## config.mk

```make
export PLATFORM = sky130hd
export DESIGN_NAME = msgpack_token_decoder
export DESIGN_NICKNAME = d
export VERILOG_FILES = /design/src/hw/rtl/msgtd_pkg.sv /design/src/hw/rtl/msgtd_in_reg.sv /design/src/hw/rtl/msgtd_core.sv /design/src/hw/rtl/msgtd_out_reg.sv /design/src/hw/rtl/msgpack_token_decoder.sv
export VERILOG_INCLUDE_DIRS = /design/src /design/src/hw/rtl
export SDC_FILE = /design/constraint.sdc
export NUM_CORES = 1
export LEC_CHECK = 0
export BUFFER_PORTS_ARGS = -buffer_cell sky130_fd_sc_hd__buf_4
export CAP_MARGIN = 20
export CORE_MARGIN = 4
export CORE_UTILIZATION = 46
export DETAILED_ROUTE_END_ITERATION = 7
export PLACE_DENSITY = 0.72
export SYNTH_ARGS = -nofsm -noshare
export SYNTH_HDL_FRONTEND = slang
export SYNTH_HIERARCHICAL = 1
export SYNTH_SLANG_ARGS = --single-unit
```

## constraint.sdc

```tcl
create_clock -name clk -period 5.2 [get_ports clk]
set_input_delay 1.04 -clock clk [delete_from_list [all_inputs] [get_ports clk]]
set_output_delay 1.04 -clock clk [all_outputs]
set_load 0.01 [all_outputs]
```

## src/hw/rtl/msgpack_token_decoder_defines.svh

```systemverilog
// assertion macros used by the token decoder core
`ifndef MSGPACK_TOKEN_DECODER_DEFINES_SVH
`define MSGPACK_TOKEN_DECODER_DEFINES_SVH

// same-cycle implication, checked on every rising edge outside reset
`define MSGTD_ASSERT_IMP(name, clk, rst_n, ante, cons) \
  name: assert property (@(posedge clk) disable iff (!rst_n) (ante) |-> (cons)) \
    else $error("msgtd: same-cycle check failed");

// next-cycle implication, checked on every rising edge outside reset
`define MSGTD_ASSERT_NXT(name, clk, rst_n, ante, cons) \
  name: assert property (@(posedge clk) disable iff (!rst_n) (ante) |=> (cons)) \
    else $error("msgtd: next-cycle check failed");

`endif

```

## src/hw/rtl/msgtd_pkg.sv

```systemverilog
// shared types and token kind codes for the token decoder
package msgtd_pkg;

  // token kinds
  localparam logic [3:0] K_UINT  = 4'd0;
  localparam logic [3:0] K_INT   = 4'd1;
  localparam logic [3:0] K_MAP   = 4'd2;
  localparam logic [3:0] K_ARRAY = 4'd3;
  localparam logic [3:0] K_STR   = 4'd4;
  localparam logic [3:0] K_BIN   = 4'd5;
  localparam logic [3:0] K_NIL   = 4'd6;
  localparam logic [3:0] K_BOOL  = 4'd7;
  localparam logic [3:0] K_F32   = 4'd8;
  localparam logic [3:0] K_F64   = 4'd9;
  localparam logic [3:0] K_BYTE  = 4'd10;
  localparam logic [3:0] K_ERR   = 4'd11;

  // one input request
  typedef struct packed {
    logic [7:0] data_byte;
    logic       buffer_end;
  } in_item_t;

  // one decoded token
  typedef struct packed {
    logic [3:0]  kind;
    logic [63:0] value;
    logic [31:0] length;
    logic        payload_last;
  } tok_t;

endpackage

```

## src/hw/rtl/msgtd_in_reg.sv

```systemverilog
// input register stage holding one byte request ahead of the decoder
module msgtd_in_reg
  import msgtd_pkg::*;
(
  input  logic     clk,
  input  logic     rst_n,
  input  logic     in_valid,
  output logic     in_ready,
  input  in_item_t in_item,
  output logic     s1_valid,
  output in_item_t s1_item,
  input  logic     dn_ready
);

  logic     valid_r, valid_nxt;
  in_item_t item_r;

  // stage frees when empty or when the decoder takes it
  assign in_ready = !valid_r || dn_ready;

  always_comb begin
    valid_nxt = valid_r;
    if (in_valid && in_ready) begin
      valid_nxt = 1'b1;
    end else if (dn_ready) begin
      valid_nxt = 1'b0;
    end
  end

  always_ff @(posedge clk) begin
    if (!rst_n) begin
      valid_r <= 1'b0;
    end else begin
      valid_r <= valid_nxt;
    end
  end

  // payload needs no reset
  always_ff @(posedge clk) begin
    if (in_valid && in_ready) begin
      item_r <= in_item;
    end
  end

  assign s1_valid = valid_r;
  assign s1_item  = item_r;

endmodule

```

## src/hw/rtl/msgtd_core.sv

```systemverilog
// decoder state and single-pass tag, header and payload decode
module msgtd_core
  import msgtd_pkg::*;
(
  input  logic     clk,
  input  logic     rst_n,
  input  logic     s1_valid,
  input  in_item_t s1_item,
  input  logic     slot_ready,
  output logic     take,
  output logic     tok_valid,
  output tok_t     tok
);

`include "msgpack_token_decoder_defines.svh"

  typedef enum logic [2:0] {
    PH_TAG = 3'b001,
    PH_HDR = 3'b010,
    PH_PAY = 3'b100
  } phase_t;

  // tag codes
  localparam logic [7:0] TAG_NIL   = 8'hc0;
  localparam logic [7:0] TAG_FALSE = 8'hc2;
  localparam logic [7:0] TAG_TRUE  = 8'hc3;
  localparam logic [7:0] TAG_BIN8  = 8'hc4;
  localparam logic [7:0] TAG_BIN16 = 8'hc5;
  localparam logic [7:0] TAG_BIN32 = 8'hc6;
  localparam logic [7:0] TAG_F32   = 8'hca;
  localparam logic [7:0] TAG_F64   = 8'hcb;
  localparam logic [7:0] TAG_U8    = 8'hcc;
  localparam logic [7:0] TAG_U16   = 8'hcd;
  localparam logic [7:0] TAG_U32   = 8'hce;
  localparam logic [7:0] TAG_U64   = 8'hcf;
  localparam logic [7:0] TAG_I8    = 8'hd0;
  localparam logic [7:0] TAG_I16   = 8'hd1;
  localparam logic [7:0] TAG_I32   = 8'hd2;
  localparam logic [7:0] TAG_I64   = 8'hd3;
  localparam logic [7:0] TAG_STR8  = 8'hd9;
  localparam logic [7:0] TAG_STR16 = 8'hda;
  localparam logic [7:0] TAG_STR32 = 8'hdb;
  localparam logic [7:0] TAG_ARR16 = 8'hdc;
  localparam logic [7:0] TAG_ARR32 = 8'hdd;
  localparam logic [7:0] TAG_MAP16 = 8'hde;
  localparam logic [7:0] TAG_MAP32 = 8'hdf;

  // header byte count following a tag, zero for single-byte and unknown tags
  function automatic logic [3:0] hdr_bytes(input logic [7:0] t);
    logic [3:0] n;
    n = 4'd0;
    unique case (t) inside
      TAG_BIN8, TAG_U8, TAG_I8, TAG_STR8:                          n = 4'd1;
      TAG_BIN16, TAG_U16, TAG_I16, TAG_STR16, TAG_ARR16, TAG_MAP16: n = 4'd2;
      TAG_BIN32, TAG_F32, TAG_U32, TAG_I32, TAG_STR32, TAG_ARR32,
      TAG_MAP32:                                                   n = 4'd4;
      TAG_F64, TAG_U64, TAG_I64:                                   n = 4'd8;
      default:                                                     n = 4'd0;
    endcase
    return n;
  endfunction

  phase_t      phase_r, phase_nxt;
  logic [7:0]  tag_r, tag_nxt;
  logic [3:0]  bytes_left_r, bytes_left_nxt;
  logic [63:0] acc_r, acc_nxt;
  logic [31:0] payload_left_r, payload_left_nxt;
  logic        dropping_r, dropping_nxt;

  logic [7:0]  b;
  logic        last_in;
  logic [63:0] acc_sh;
  logic [3:0]  hdr_n;
  logic [31:0] pay_dec;

  assign take    = s1_valid && slot_ready;
  assign b       = s1_item.data_byte;
  assign last_in = s1_item.buffer_end;
  assign acc_sh  = {acc_r[55:0], b};
  assign hdr_n   = hdr_bytes(b);
  assign pay_dec = payload_left_r - 32'd1;

  // next state and token for the request in the input stage
  always_comb begin
    logic        err;
    logic        err_drop;
    logic        start_pay;
    logic [3:0]  start_kind;
    logic [31:0] start_len;

    err        = 1'b0;
    err_drop   = 1'b0;
    start_pay  = 1'b0;
    start_kind = K_STR;
    start_len  = 32'd0;

    phase_nxt        = phase_r;
    tag_nxt          = tag_r;
    bytes_left_nxt   = bytes_left_r;
    acc_nxt          = acc_r;
    payload_left_nxt = payload_left_r;
    dropping_nxt     = dropping_r;
    tok_valid        = 1'b0;
    tok              = '0;

    if (take) begin
      if (dropping_r) begin
        // skip to the end of the buffer
        if (last_in) begin
          dropping_nxt = 1'b0;
        end
        phase_nxt = PH_TAG;
      end else begin
        unique case (phase_r)
          PH_HDR: begin
            acc_nxt        = acc_sh;
            bytes_left_nxt = bytes_left_r - 4'd1;
            if (bytes_left_r == 4'd1) begin
              // header complete
              phase_nxt = PH_TAG;
              tok_valid = 1'b1;
              unique case (tag_r) inside
                TAG_U8, TAG_U16, TAG_U32, TAG_U64: begin
                  tok.kind  = K_UINT;
                  tok.value = acc_sh;
                end
                TAG_I8: begin
                  tok.kind  = K_INT;
                  tok.value = {{56{acc_sh[7]}}, acc_sh[7:0]};
                end
                TAG_I16: begin
                  tok.kind  = K_INT;
                  tok.value = {{48{acc_sh[15]}}, acc_sh[15:0]};
                end
                TAG_I32: begin
                  tok.kind  = K_INT;
                  tok.value = {{32{acc_sh[31]}}, acc_sh[31:0]};
                end
                TAG_I64: begin
                  tok.kind  = K_INT;
                  tok.value = acc_sh;
                end
                TAG_F32: begin
                  tok.kind  = K_F32;
                  tok.value = {32'd0, acc_sh[31:0]};
                end
                TAG_F64: begin
                  tok.kind  = K_F64;
                  tok.value = acc_sh;
                end
                TAG_BIN8, TAG_BIN16, TAG_BIN32: begin
                  tok_valid  = 1'b0;
                  start_pay  = 1'b1;
                  start_kind = K_BIN;
                  start_len  = acc_sh[31:0];
                end
                TAG_STR8, TAG_STR16, TAG_STR32: begin
                  tok_valid  = 1'b0;
                  start_pay  = 1'b1;
                  start_kind = K_STR;
                  start_len  = acc_sh[31:0];
                end
                TAG_ARR16, TAG_ARR32: begin
                  tok.kind   = K_ARRAY;
                  tok.length = acc_sh[31:0];
                end
                default: begin
                  tok.kind   = K_MAP;
                  tok.length = acc_sh[31:0];
                end
              endcase
            end else if (last_in) begin
              err = 1'b1;
            end
          end
          PH_PAY: begin
            if (payload_left_r > 32'd1 && last_in) begin
              err = 1'b1;
            end else begin
              payload_left_nxt = pay_dec;
              if (pay_dec == 32'd0) begin
                phase_nxt = PH_TAG;
              end
              tok_valid        = 1'b1;
              tok.kind         = K_BYTE;
              tok.value        = {56'd0, b};
              tok.payload_last = (pay_dec == 32'd0);
            end
          end
          default: begin
            // tag byte
            phase_nxt = PH_TAG;
            tok_valid = 1'b1;
            if (b <= 8'h7f) begin
              tok.kind  = K_UINT;
              tok.value = {56'd0, b};
            end else if (b >= 8'he0) begin
              tok.kind  = K_INT;
              tok.value = {56'hff_ffff_ffff_ffff, b};
            end else if (b <= 8'h8f) begin
              tok.kind   = K_MAP;
              tok.length = {28'd0, b[3:0]};
            end else if (b <= 8'h9f) begin
              tok.kind   = K_ARRAY;
              tok.length = {28'd0, b[3:0]};
            end else if (b <= 8'hbf) begin
              tok_valid  = 1'b0;
              start_pay  = 1'b1;
              start_kind = K_STR;
              start_len  = {27'd0, b[4:0]};
            end else if (b == TAG_NIL) begin
              tok.kind = K_NIL;
            end else if (b == TAG_FALSE || b == TAG_TRUE) begin
              tok.kind  = K_BOOL;
              tok.value = {63'd0, b[0]};
            end else if (hdr_n == 4'd0) begin
              // unknown tag drops the rest of the buffer
              tok_valid = 1'b0;
              err       = 1'b1;
              err_drop  = !last_in;
            end else if (last_in) begin
              tok_valid = 1'b0;
              err       = 1'b1;
            end else begin
              tok_valid      = 1'b0;
              tag_nxt        = b;
              bytes_left_nxt = hdr_n;
              acc_nxt        = 64'd0;
              phase_nxt      = PH_HDR;
            end
          end
        endcase

        // str or bin header complete
        if (start_pay) begin
          if (start_len != 32'd0 && last_in) begin
            err = 1'b1;
          end else begin
            payload_left_nxt = start_len;
            phase_nxt        = (start_len != 32'd0) ? PH_PAY : PH_TAG;
            tok_valid        = 1'b1;
            tok.kind         = start_kind;
            tok.length       = start_len;
          end
        end

        // error token overrides whatever was built
        if (err) begin
          phase_nxt    = PH_TAG;
          dropping_nxt = err_drop;
          tok_valid    = 1'b1;
          tok          = '0;
          tok.kind     = K_ERR;
        end
      end
    end
  end

  always_ff @(posedge clk) begin
    if (!rst_n) begin
      phase_r        <= PH_TAG;
      tag_r          <= 8'd0;
      bytes_left_r   <= 4'd0;
      acc_r          <= 64'd0;
      payload_left_r <= 32'd0;
      dropping_r     <= 1'b0;
    end else begin
      phase_r        <= phase_nxt;
      tag_r          <= tag_nxt;
      bytes_left_r   <= bytes_left_nxt;
      acc_r          <= acc_nxt;
      payload_left_r <= payload_left_nxt;
      dropping_r     <= dropping_nxt;
    end
  end

  // checks
  `MSGTD_ASSERT_IMP(a_hdr_count, clk, rst_n, phase_r == PH_HDR, bytes_left_r != 4'd0)
  `MSGTD_ASSERT_IMP(a_pay_count, clk, rst_n, phase_r == PH_PAY, payload_left_r != 32'd0)
  `MSGTD_ASSERT_IMP(a_drop_phase, clk, rst_n, dropping_r, phase_r == PH_TAG)
  `MSGTD_ASSERT_IMP(a_last_byte, clk, rst_n, tok_valid && tok.payload_last, tok.kind == K_BYTE)
  `MSGTD_ASSERT_NXT(a_drop_hold, clk, rst_n, take && dropping_r && !last_in, dropping_r)

endmodule

```

## src/hw/rtl/msgtd_out_reg.sv

```systemverilog
// result register holding one token until the consumer takes it
module msgtd_out_reg
  import msgtd_pkg::*;
(
  input  logic        clk,
  input  logic        rst_n,
  input  logic        tok_valid,
  input  tok_t        tok,
  output logic        slot_ready,
  output logic        out_valid,
  input  logic        out_ready,
  output logic [3:0]  out_kind,
  output logic [63:0] out_value,
  output logic [31:0] out_length,
  output logic        out_payload_last
);

  logic valid_r, valid_nxt;
  tok_t tok_r;

  // slot is free when empty or drained this cycle
  assign slot_ready = !valid_r || out_ready;

  always_comb begin
    valid_nxt = valid_r;
    if (slot_ready) begin
      valid_nxt = tok_valid;
    end
  end

  always_ff @(posedge clk) begin
    if (!rst_n) begin
      valid_r <= 1'b0;
    end else begin
      valid_r <= valid_nxt;
    end
  end

  always_ff @(posedge clk) begin
    if (slot_ready && tok_valid) begin
      tok_r <= tok;
    end
  end

  assign out_valid        = valid_r;
  assign out_kind         = tok_r.kind;
  assign out_value        = tok_r.value;
  assign out_length       = tok_r.length;
  assign out_payload_last = tok_r.payload_last;

endmodule

```

## src/hw/rtl/msgpack_token_decoder.sv

```systemverilog
// top level: one encoded byte per cycle unless stalled, at most one token per byte
// an accepted byte is decoded from the input register into the result register
// throughput: one byte per cycle unless stalled, set by input and result registers
// a stalled result register holds back the input stage through the ready chain
// reset (rst_n low, synchronous) empties both registers and returns to tag decode
module msgpack_token_decoder
  import msgtd_pkg::*;
(
  input  logic        clk,
  input  logic        rst_n,
  input  logic        in_valid,
  output logic        in_ready,
  input  logic [7:0]  in_data_byte,
  input  logic        in_buffer_end,
  output logic        out_valid,
  input  logic        out_ready,
  output logic [3:0]  out_kind,
  output logic [63:0] out_value,
  output logic [31:0] out_length,
  output logic        out_payload_last
);

  in_item_t in_item;
  in_item_t s1_item;
  logic     s1_valid;
  logic     take;
  logic     slot_ready;
  logic     tok_valid;
  tok_t     tok;

  assign in_item.data_byte  = in_data_byte;
  assign in_item.buffer_end = in_buffer_end;

  // input stage
  msgtd_in_reg u_in_reg (
    .clk      (clk),
    .rst_n    (rst_n),
    .in_valid (in_valid),
    .in_ready (in_ready),
    .in_item  (in_item),
    .s1_valid (s1_valid),
    .s1_item  (s1_item),
    .dn_ready (take)
  );

  // decode
  msgtd_core u_core (
    .clk        (clk),
    .rst_n      (rst_n),
    .s1_valid   (s1_valid),
    .s1_item    (s1_item),
    .slot_ready (slot_ready),
    .take       (take),
    .tok_valid  (tok_valid),
    .tok        (tok)
  );

  // result register
  msgtd_out_reg u_out_reg (
    .clk              (clk),
    .rst_n            (rst_n),
    .tok_valid        (tok_valid),
    .tok              (tok),
    .slot_ready       (slot_ready),
    .out_valid        (out_valid),
    .out_ready        (out_ready),
    .out_kind         (out_kind),
    .out_value        (out_value),
    .out_length       (out_length),
    .out_payload_last (out_payload_last)
  );

endmodule

```

Word-level counts from Yosys, hierarchy flattened
Index checks and enable logic that the tools add are counted.
{"block": "word_totals", "in_bits": 13, "register_bits": 216, "elab_cells": 262, "output_inout_bits": 103}
{"block": "classes", "addsub": 2, "reduce_logical": 33, "eq_ne": 53, "bitwise_logic": 13, "order_cmp": 6, "muxes": 140}
{"cell": "$mux W32", "count": 18}
{"cell": "$mux W56", "count": 9}
{"cell": "$eq A8 B8 Y1 const B", "count": 41}
{"cell": "$pmux W64 S5", "count": 1}
{"cell": "$mux W68", "count": 4}
{"cell": "$mux W64", "count": 3}
{"cell": "$pmux W68 S2", "count": 1}
{"cell": "$pmux W32 S2", "count": 2}
{"cell": "$pmux W56 S2", "count": 1}
{"cell": "$mux W101", "count": 1}
{"cell": "$mux W100", "count": 1}
{"cell": "$mux W4", "count": 17}
{"cell": "$mux W67", "count": 1}
{"cell": "$mux W1", "count": 56}
{"cell": "$mux W3", "count": 16}
{"cell": "$gt A32 B1 Y1 const B", "count": 1}
{"cell": "$logic_not A32 Y1", "count": 1}
{"cell": "$reduce_bool A32 Y1", "count": 1}
{"cell": "$sub A32 B1 Y32 const B", "count": 1}
{"cell": "$le A8 B8 Y1 const B", "count": 3}
{"cell": "$reduce_and A12 Y1", "count": 2}
{"cell": "$pmux W4 S5", "count": 1}
{"cell": "$reduce_or A6 Y1", "count": 3}
{"cell": "$ne A2 B2 Y1 const B", "count": 8}
{"cell": "other kinds (27)", "count": 54}

Depth between registers and ports, before layout
{"block": "logic_depth", "ltp_word": 21, "mapped_depth": 11, "ltp_nobuf": 10}

Cells and area by module
Netlist, hierarchy kept.
{"mod": "msgtd_core", "area_per_inst_um2": 7430.9, "instances": 1, "cells_per_inst": 1034, "seq_area_each_um2": 2082.0}
{"mod": "msgtd_out_reg", "area_per_inst_um2": 3090.5, "instances": 1, "cells_per_inst": 106, "seq_area_each_um2": 3052.9}
{"mod": "msgtd_in_reg", "area_per_inst_um2": 327.8, "instances": 1, "cells_per_inst": 14, "seq_area_each_um2": 290.3}

Least setup slack after synthesis
Ideal clock, no wire load.
{"block": "synth_timing", "path_type": "reg-to-reg", "startpoint": "register u_core.payload_left_r[4]", "endpoint": "register u_out_reg.tok_r (netlist bit u_out_reg/out_kind[0]) (enable)", "synth_period_minus_slack_ns": 3.676, "n_path_buf": 1, "slack_ns": 1.524, "stages_incl_launch_ff": 9, "t_arrival_ns": 3.287, "path_cell_list": "dfxtp_1 > buf_6 > or4_4 > or4_4 > o41a_4 > nor2_1 > o32ai_1 > a21oi_1 > and2_4"}
{"block": "synth_between", "elab_chain_len": 12}
{"item": "start, declared", "line_no": "msgtd_core.sv:67", "text": "logic [31:0] payload_left_r, payload_left_nxt;"}
{"item": "start signal, assigned", "line_no": "msgtd_core.sv:272", "text": "payload_left_r <= payload_left_nxt;"}
{"item": "$gt A32 B1 Y1 (*)", "line_no": "msgtd_core.sv:177", "text": "if (payload_left_r > 32'd1 && last_in) begin"}
{"item": "$logic_and A1 B1 Y1 (*)", "line_no": "msgtd_core.sv:177"}
{"item": "$mux W1", "line_no": "msgtd_core.sv:177"}
{"item": "$pmux W1 S2", "line_no": "msgtd_core.sv:114", "text": "unique case (phase_r)"}
{"item": "$mux W1", "line_no": "msgtd_core.sv:236", "text": "if (start_len != 32'd0 && last_in) begin"}
{"item": "$mux W1", "line_no": "msgtd_core.sv:235", "text": "if (start_pay) begin"}
{"item": "$mux W1", "line_no": "msgtd_core.sv:107", "text": "if (dropping_r) begin"}
{"item": "$mux W1", "line_no": "msgtd_core.sv:106", "text": "if (take) begin"}
{"item": "$mux W1 (*)", "line_no": "msgtd_core.sv:248", "text": "if (err) begin"}
{"item": "$mux W1 (*)", "line_no": "msgtd_core.sv:107"}
{"item": "$mux W1 (*)", "line_no": "msgtd_core.sv:106"}
{"item": "net tok_valid", "line_no": "msgpack_token_decoder.sv:28", "text": "logic tok_valid;"}
{"item": "$logic_and A1 B1 Y1 (*)", "line_no": "msgtd_out_reg.sv:40", "text": "if (slot_ready && tok_valid) begin"}
{"item": "end signal, assigned", "line_no": "msgtd_out_reg.sv:41", "text": "tok_r <= tok;"}
{"item": "end, declared", "line_no": "msgtd_out_reg.sv:19", "text": "tok_t tok_r;"}
The timed path passes the listed nets; every way through them passes the cells marked *. The select of a mux whose other input is x is not followed.
A chain may end at the register's enable or synchronous reset.

Worst setup path in the final report
{"block": "layout_timing", "startpoint": "register u_core.payload_left_r[12]", "endpoint": "register u_out_reg.tok_r (netlist bit u_out_reg/out_value[5]) (enable)"}
The elaborated chain is that of the path after synthesis.

==> insert_results.sql <==
INSERT INTO impl_metrics (metric_group, metric, value, unit) VALUES
('die', 'placement_rows', '55', ''),
('critical_path', 'required', '5390', 'ps'),
('detailed_routing', 'drt-vias-per-instance', '6.14', ''),
('clocking', 'hold_buffers', '0', ''),
('die', 'core_area', '0.0229', 'mm2'),
('sta', 'fin_setup_tns', '0', 'ps'),
('clocking', 'post_cts_buffers', '0', ''),
('global_route', 'grt_start_max_net_pins', '65', ''),
('power_and_ir_drop', 'post-layout-total-power', '4120', 'uW'),
('sta', 'highest_attainable_clock_frequency', '0.251', 'GHz'),
('global_route', 'grt_pass1_wl', '50200', 'um'),
('clocking', 'post_cts_resize_count', '0', ''),
('detailed_routing', 'firstDrtPassIters', '7', ''),
('clocking', 'clock_path_buffers', '3', ''),
('sta', 'timing.final.hold_violations', '0', ''),
('run_status', 'result_of_the_run', 'finished, final reports clean', ''),
('clocking', 'tritoncts', 'done', ''),
('critical_path', 'path_common_cell', 'sky130_fd_sc_hd__buf_4', ''),
('sta', 'hold_ws', '452', 'ps'),
('run', 'max_cap_viol_count', '0', ''),
('layout', 'post_route_cells_drive_above_1_share', '17.6', '%'),
('power_and_ir_drop', 'power_frac_clock', '44.4', '%'),
('power_and_ir_drop', 'power.internal', '3170', 'uW'),
('power_and_ir_drop', 'cellLeakagePower', '0.00440', 'uW'),
('global_route', 'grt_overflow_total', '0', ''),
('global_route', 'number_of_global_route_vias_before_repair', '8755', ''),
('die', 'initial_core_util', '47.3', '%'),
('synthesis', 'portion_of_the_post_synthesis_area_used_by_sequential_elements', '50.0', '%'),
('place', 'routabilityCongestion', '0.938', ''),
('synthesis', 'syn-instance-count', '1154', ''),
('critical_path', 'critical-path-max-stage-delay', '700', 'ps'),
('clocking', 'cts-htree-levels', '1', ''),
('sta', 'timing_worst_slew_pin_value', '1130', 'ps'),
('layout', 'area_growth_synth_to_finish', '17.8', '%'),
('synthesis', 'ys_seq_elements', '216', ''),
('power_and_ir_drop', 'power-per-cell-area', '322', 'mW/mm2'),
('synthesis', 'synthDistinctLibCells', '85', ''),
('place', 'io_buffer_count', '115', ''),
('detailed_routing', 'post_route_ant_nets', '0', ''),
('synthesis', 'synthesis.area_per_instance', '9.40', 'um2'),
('power_and_ir_drop', 'proportion_of_total_power_due_to_net_switching', '23.0', '%'),
('synthesis', 'synth-edff-count', '110', ''),
('sta', 'setup_repair_after_global_routing_missed_its_margin', 'no', ''),
('sta', 'timing.final.crit_period', '3990', 'ps'),
('power_and_ir_drop', 'seqPwrFrac', '46.4', '%'),
('power_and_ir_drop', 'power.share.combinational', '9.2', '%'),
('sta', 'slew_headroom', '24.8', '%'),
('critical_path', 'crit_slowest_cell', 'sky130_fd_sc_hd__nor4_2', ''),
('layout', 'finish.net_count', '1238', ''),
('critical_path', 'cp_max_fo', '36', ''),
('sta', 'skew', '15.0', 'ps'),
('layout', 'final_cells', '1549', ''),
('synthesis', 'syn-cell-area', '0.0108', 'mm2'),
('detailed_routing', 'vias', '9506', ''),
('die', 'die_x', '162', 'um'),
('clocking', 'cts_made_buffers', '23', ''),
('sta', 'report.final.slew_viol_count', '0', ''),
('critical_path', 'start_kind', 'flop', ''),
('clocking', 'clock-sinks', '216', ''),
('synthesis', 'synth-async-reset-ratio', '0', '%'),
('power_and_ir_drop', 'switching_power', '950', 'uW'),
('die', 'die_area', '0.0261', 'mm2'),
('global_route', 'grt.total_usage', '23.7', '%'),
('power_and_ir_drop', 'irDropWorstVdd', '306', 'uV'),
('sta', 'finalSetupViolations', '0', ''),
('detailed_routing', 'routedWlPerCell', '20.7', 'um'),
('sta', 'final_min_period_over_clock_period', '76.6', '%'),
('clocking', 'worst_skew_pair.late_latency', '510', 'ps'),
('die', 'io_pins', '116', ''),
('critical_path', 'critPathArrivalTime', '4180', 'ps'),
('global_route', 'number_of_antenna_violations_at_the_first_check_in_global_routing', '0', '');
-- area by class of cell --
cell class | instances | area [um2]
fill | 2064 | 10100
multi-input combinational | 820 | 4990
tap | 313 | 392
clock inverter | 11 | 209
timing repair buffer | 140 | 1070
clock buffer | 30 | 632
sequential | 216 | 5430
inverter | 19 | 72.6
-- worst max-delay path, delay by kind of cell (launching register included) --
kind / cells / cell delay, ps
AOI/OAI and AO/OA: 3 / 1000
DFF: 1 / 400
and+or+nand+nor: 4 / 1650
buffers and inverters: 2 / 560
-- registers in the layout, summed over array words and instances, names as in the netlist --
signal	flops
u_core/acc_r	56
u_core/bytes_left_r	4
u_core/dropping_r	1
u_core/payload_left_r	32
u_core/phase_r	3
u_core/tag_r	8
u_in_reg/s1_item	9
u_in_reg/s1_valid	1
u_out_reg/out_kind	4
u_out_reg/out_length	32
u_out_reg/out_payload_last	1
u_out_reg/out_valid	1
u_out_reg/out_value	64
-- layer usage --
| metal | GRT usage [%] | part of all wire, % | up-vias |
|---|---|---|---|
| met5 | 0 | 0 | - |
| met3 | 4.59 | 7.6 | 68 |
| met1 | 33.7 | 44 | 4627 |
| met4 | 6.94 | 2.8 | 0 |
| li1 | - | - | 4406 |
| met2 | 37.0 | 46 | 405 |
-- synth_stat cells, types with 4 or more instances --
| cell | number | area share, % |
|---|---|---|
| sky130_fd_sc_hd__inv_1 | 18 | 0.62 |
| sky130_fd_sc_hd__o32ai_1 | 6 | 0.48 |
| sky130_fd_sc_hd__and3_1 | 10 | 0.58 |
| sky130_fd_sc_hd__nand4_1 | 13 | 0.75 |
| sky130_fd_sc_hd__a211oi_1 | 13 | 0.90 |
| sky130_fd_sc_hd__o21ai_1 | 5 | 0.23 |
| sky130_fd_sc_hd__xnor2_1 | 11 | 0.89 |
| sky130_fd_sc_hd__or3_1 | 12 | 0.69 |
| sky130_fd_sc_hd__or4_1 | 6 | 0.42 |
| sky130_fd_sc_hd__o22ai_1 | 17 | 0.98 |
| sky130_fd_sc_hd__o31ai_1 | 4 | 0.28 |
| sky130_fd_sc_hd__edfxtp_1 | 110 | 30 |
| sky130_fd_sc_hd__a221oi_1 | 5 | 0.40 |
| sky130_fd_sc_hd__xor2_1 | 9 | 0.73 |
| sky130_fd_sc_hd__buf_2 | 4 | 0.18 |
| sky130_fd_sc_hd__nand3_1 | 25 | 1.2 |
| sky130_fd_sc_hd__o21a_1 | 60 | 4.2 |
| sky130_fd_sc_hd__dfxtp_1 | 106 | 20 |
| sky130_fd_sc_hd__buf_4 | 4 | 0.28 |
| sky130_fd_sc_hd__a22oi_1 | 62 | 4.3 |
| sky130_fd_sc_hd__or2_2 | 4 | 0.23 |
| sky130_fd_sc_hd__nand2b_1 | 7 | 0.40 |
| sky130_fd_sc_hd__nor3b_1 | 5 | 0.35 |
| sky130_fd_sc_hd__o21ai_0 | 22 | 1.0 |
| sky130_fd_sc_hd__nor2_1 | 127 | 4.4 |
| sky130_fd_sc_hd__and2_1 | 36 | 2.1 |
| sky130_fd_sc_hd__nand3b_1 | 4 | 0.28 |
| sky130_fd_sc_hd__a21oi_1 | 108 | 5.0 |
| sky130_fd_sc_hd__ha_1 | 5 | 0.58 |
| sky130_fd_sc_hd__o211ai_1 | 6 | 0.42 |
| sky130_fd_sc_hd__a31oi_1 | 6 | 0.35 |
| sky130_fd_sc_hd__nor3_1 | 26 | 1.2 |
| sky130_fd_sc_hd__nand2_1 | 104 | 3.6 |
| sky130_fd_sc_hd__nor4_1 | 23 | 1.3 |
| sky130_fd_sc_hd__clkbuf_1 | 89 | 3.1 |
-- final timing paths --
path,startpoint,cells past startpoint,slack (ps),end
worst max-delay path,u_core/payload_left_r[12],9,1210,u_out_reg/out_value[5]
worst min-delay path,u_core/tag_r[5],2,450,u_core/tag_r[5]
worst max register to register,u_core/payload_left_r[12],9,1210,u_out_reg/out_value[5]
worst min register to register,u_core/tag_r[5],2,450,u_core/tag_r[5]
-- through the flow --
stage | area [um2] | worst slack (ps)
2_1_floorplan | 10800 | 1520
3_3_place_gp | 11900 | 1290
3_5_place_dp | 11900 | 1260
4_1_cts | 12800 | 1260
5_1_grt | 12800 | 1020
6_report | 12800 | 1210
-- logic make-up after synthesis --
family / count (synthesis) / share of synthesized area (%)
AND/OR/NAND/NOR: 434 / 20.6
AO/OA/AOI/OAI: 356 / 22.4
flip-flops: 216 / 50.0
buffers and inverters: 118 / 4.34
XOR/XNOR: 20 / 1.61
multiplexers: 5 / 0.484
adder cells (fa/ha/maj): 5 / 0.577
-- cell usage in the layout, fill, tap and decap left out, types with 7 or more instances in the layout --
master	n
sky130_fd_sc_hd__clkbuf_16	23
sky130_fd_sc_hd__nand3_1	25
sky130_fd_sc_hd__nor2_1	125
sky130_fd_sc_hd__o21ai_0	22
sky130_fd_sc_hd__nand2_1	104
sky130_fd_sc_hd__or3_1	11
sky130_fd_sc_hd__xnor2_1	11
sky130_fd_sc_hd__and3_1	10
sky130_fd_sc_hd__o21a_1	60
sky130_fd_sc_hd__inv_1	18
sky130_fd_sc_hd__a22oi_1	62
sky130_fd_sc_hd__dfxtp_1	106
sky130_fd_sc_hd__nand4_1	13
sky130_fd_sc_hd__xor2_1	9
sky130_fd_sc_hd__buf_4	138
sky130_fd_sc_hd__edfxtp_1	110
sky130_fd_sc_hd__a211oi_1	13
sky130_fd_sc_hd__nor4_1	23
sky130_fd_sc_hd__and2_1	36
sky130_fd_sc_hd__a21oi_1	107
sky130_fd_sc_hd__nor3_1	25
sky130_fd_sc_hd__o22ai_1	17
sky130_fd_sc_hd__nand2b_1	7
-- power groups by stage --
stage          registers (uW)  clock network [uW]  logic (uW)
5_1_grt                  1920                1920         410
2_1_floorplan            1960                   0         192
3_5_place_dp             1950                   0         377
6_report                 1910                1830         380
4_1_cts                  1910                1860         377
3_3_place_gp             1950                   0         374
(Power assumes the default switching activity.)
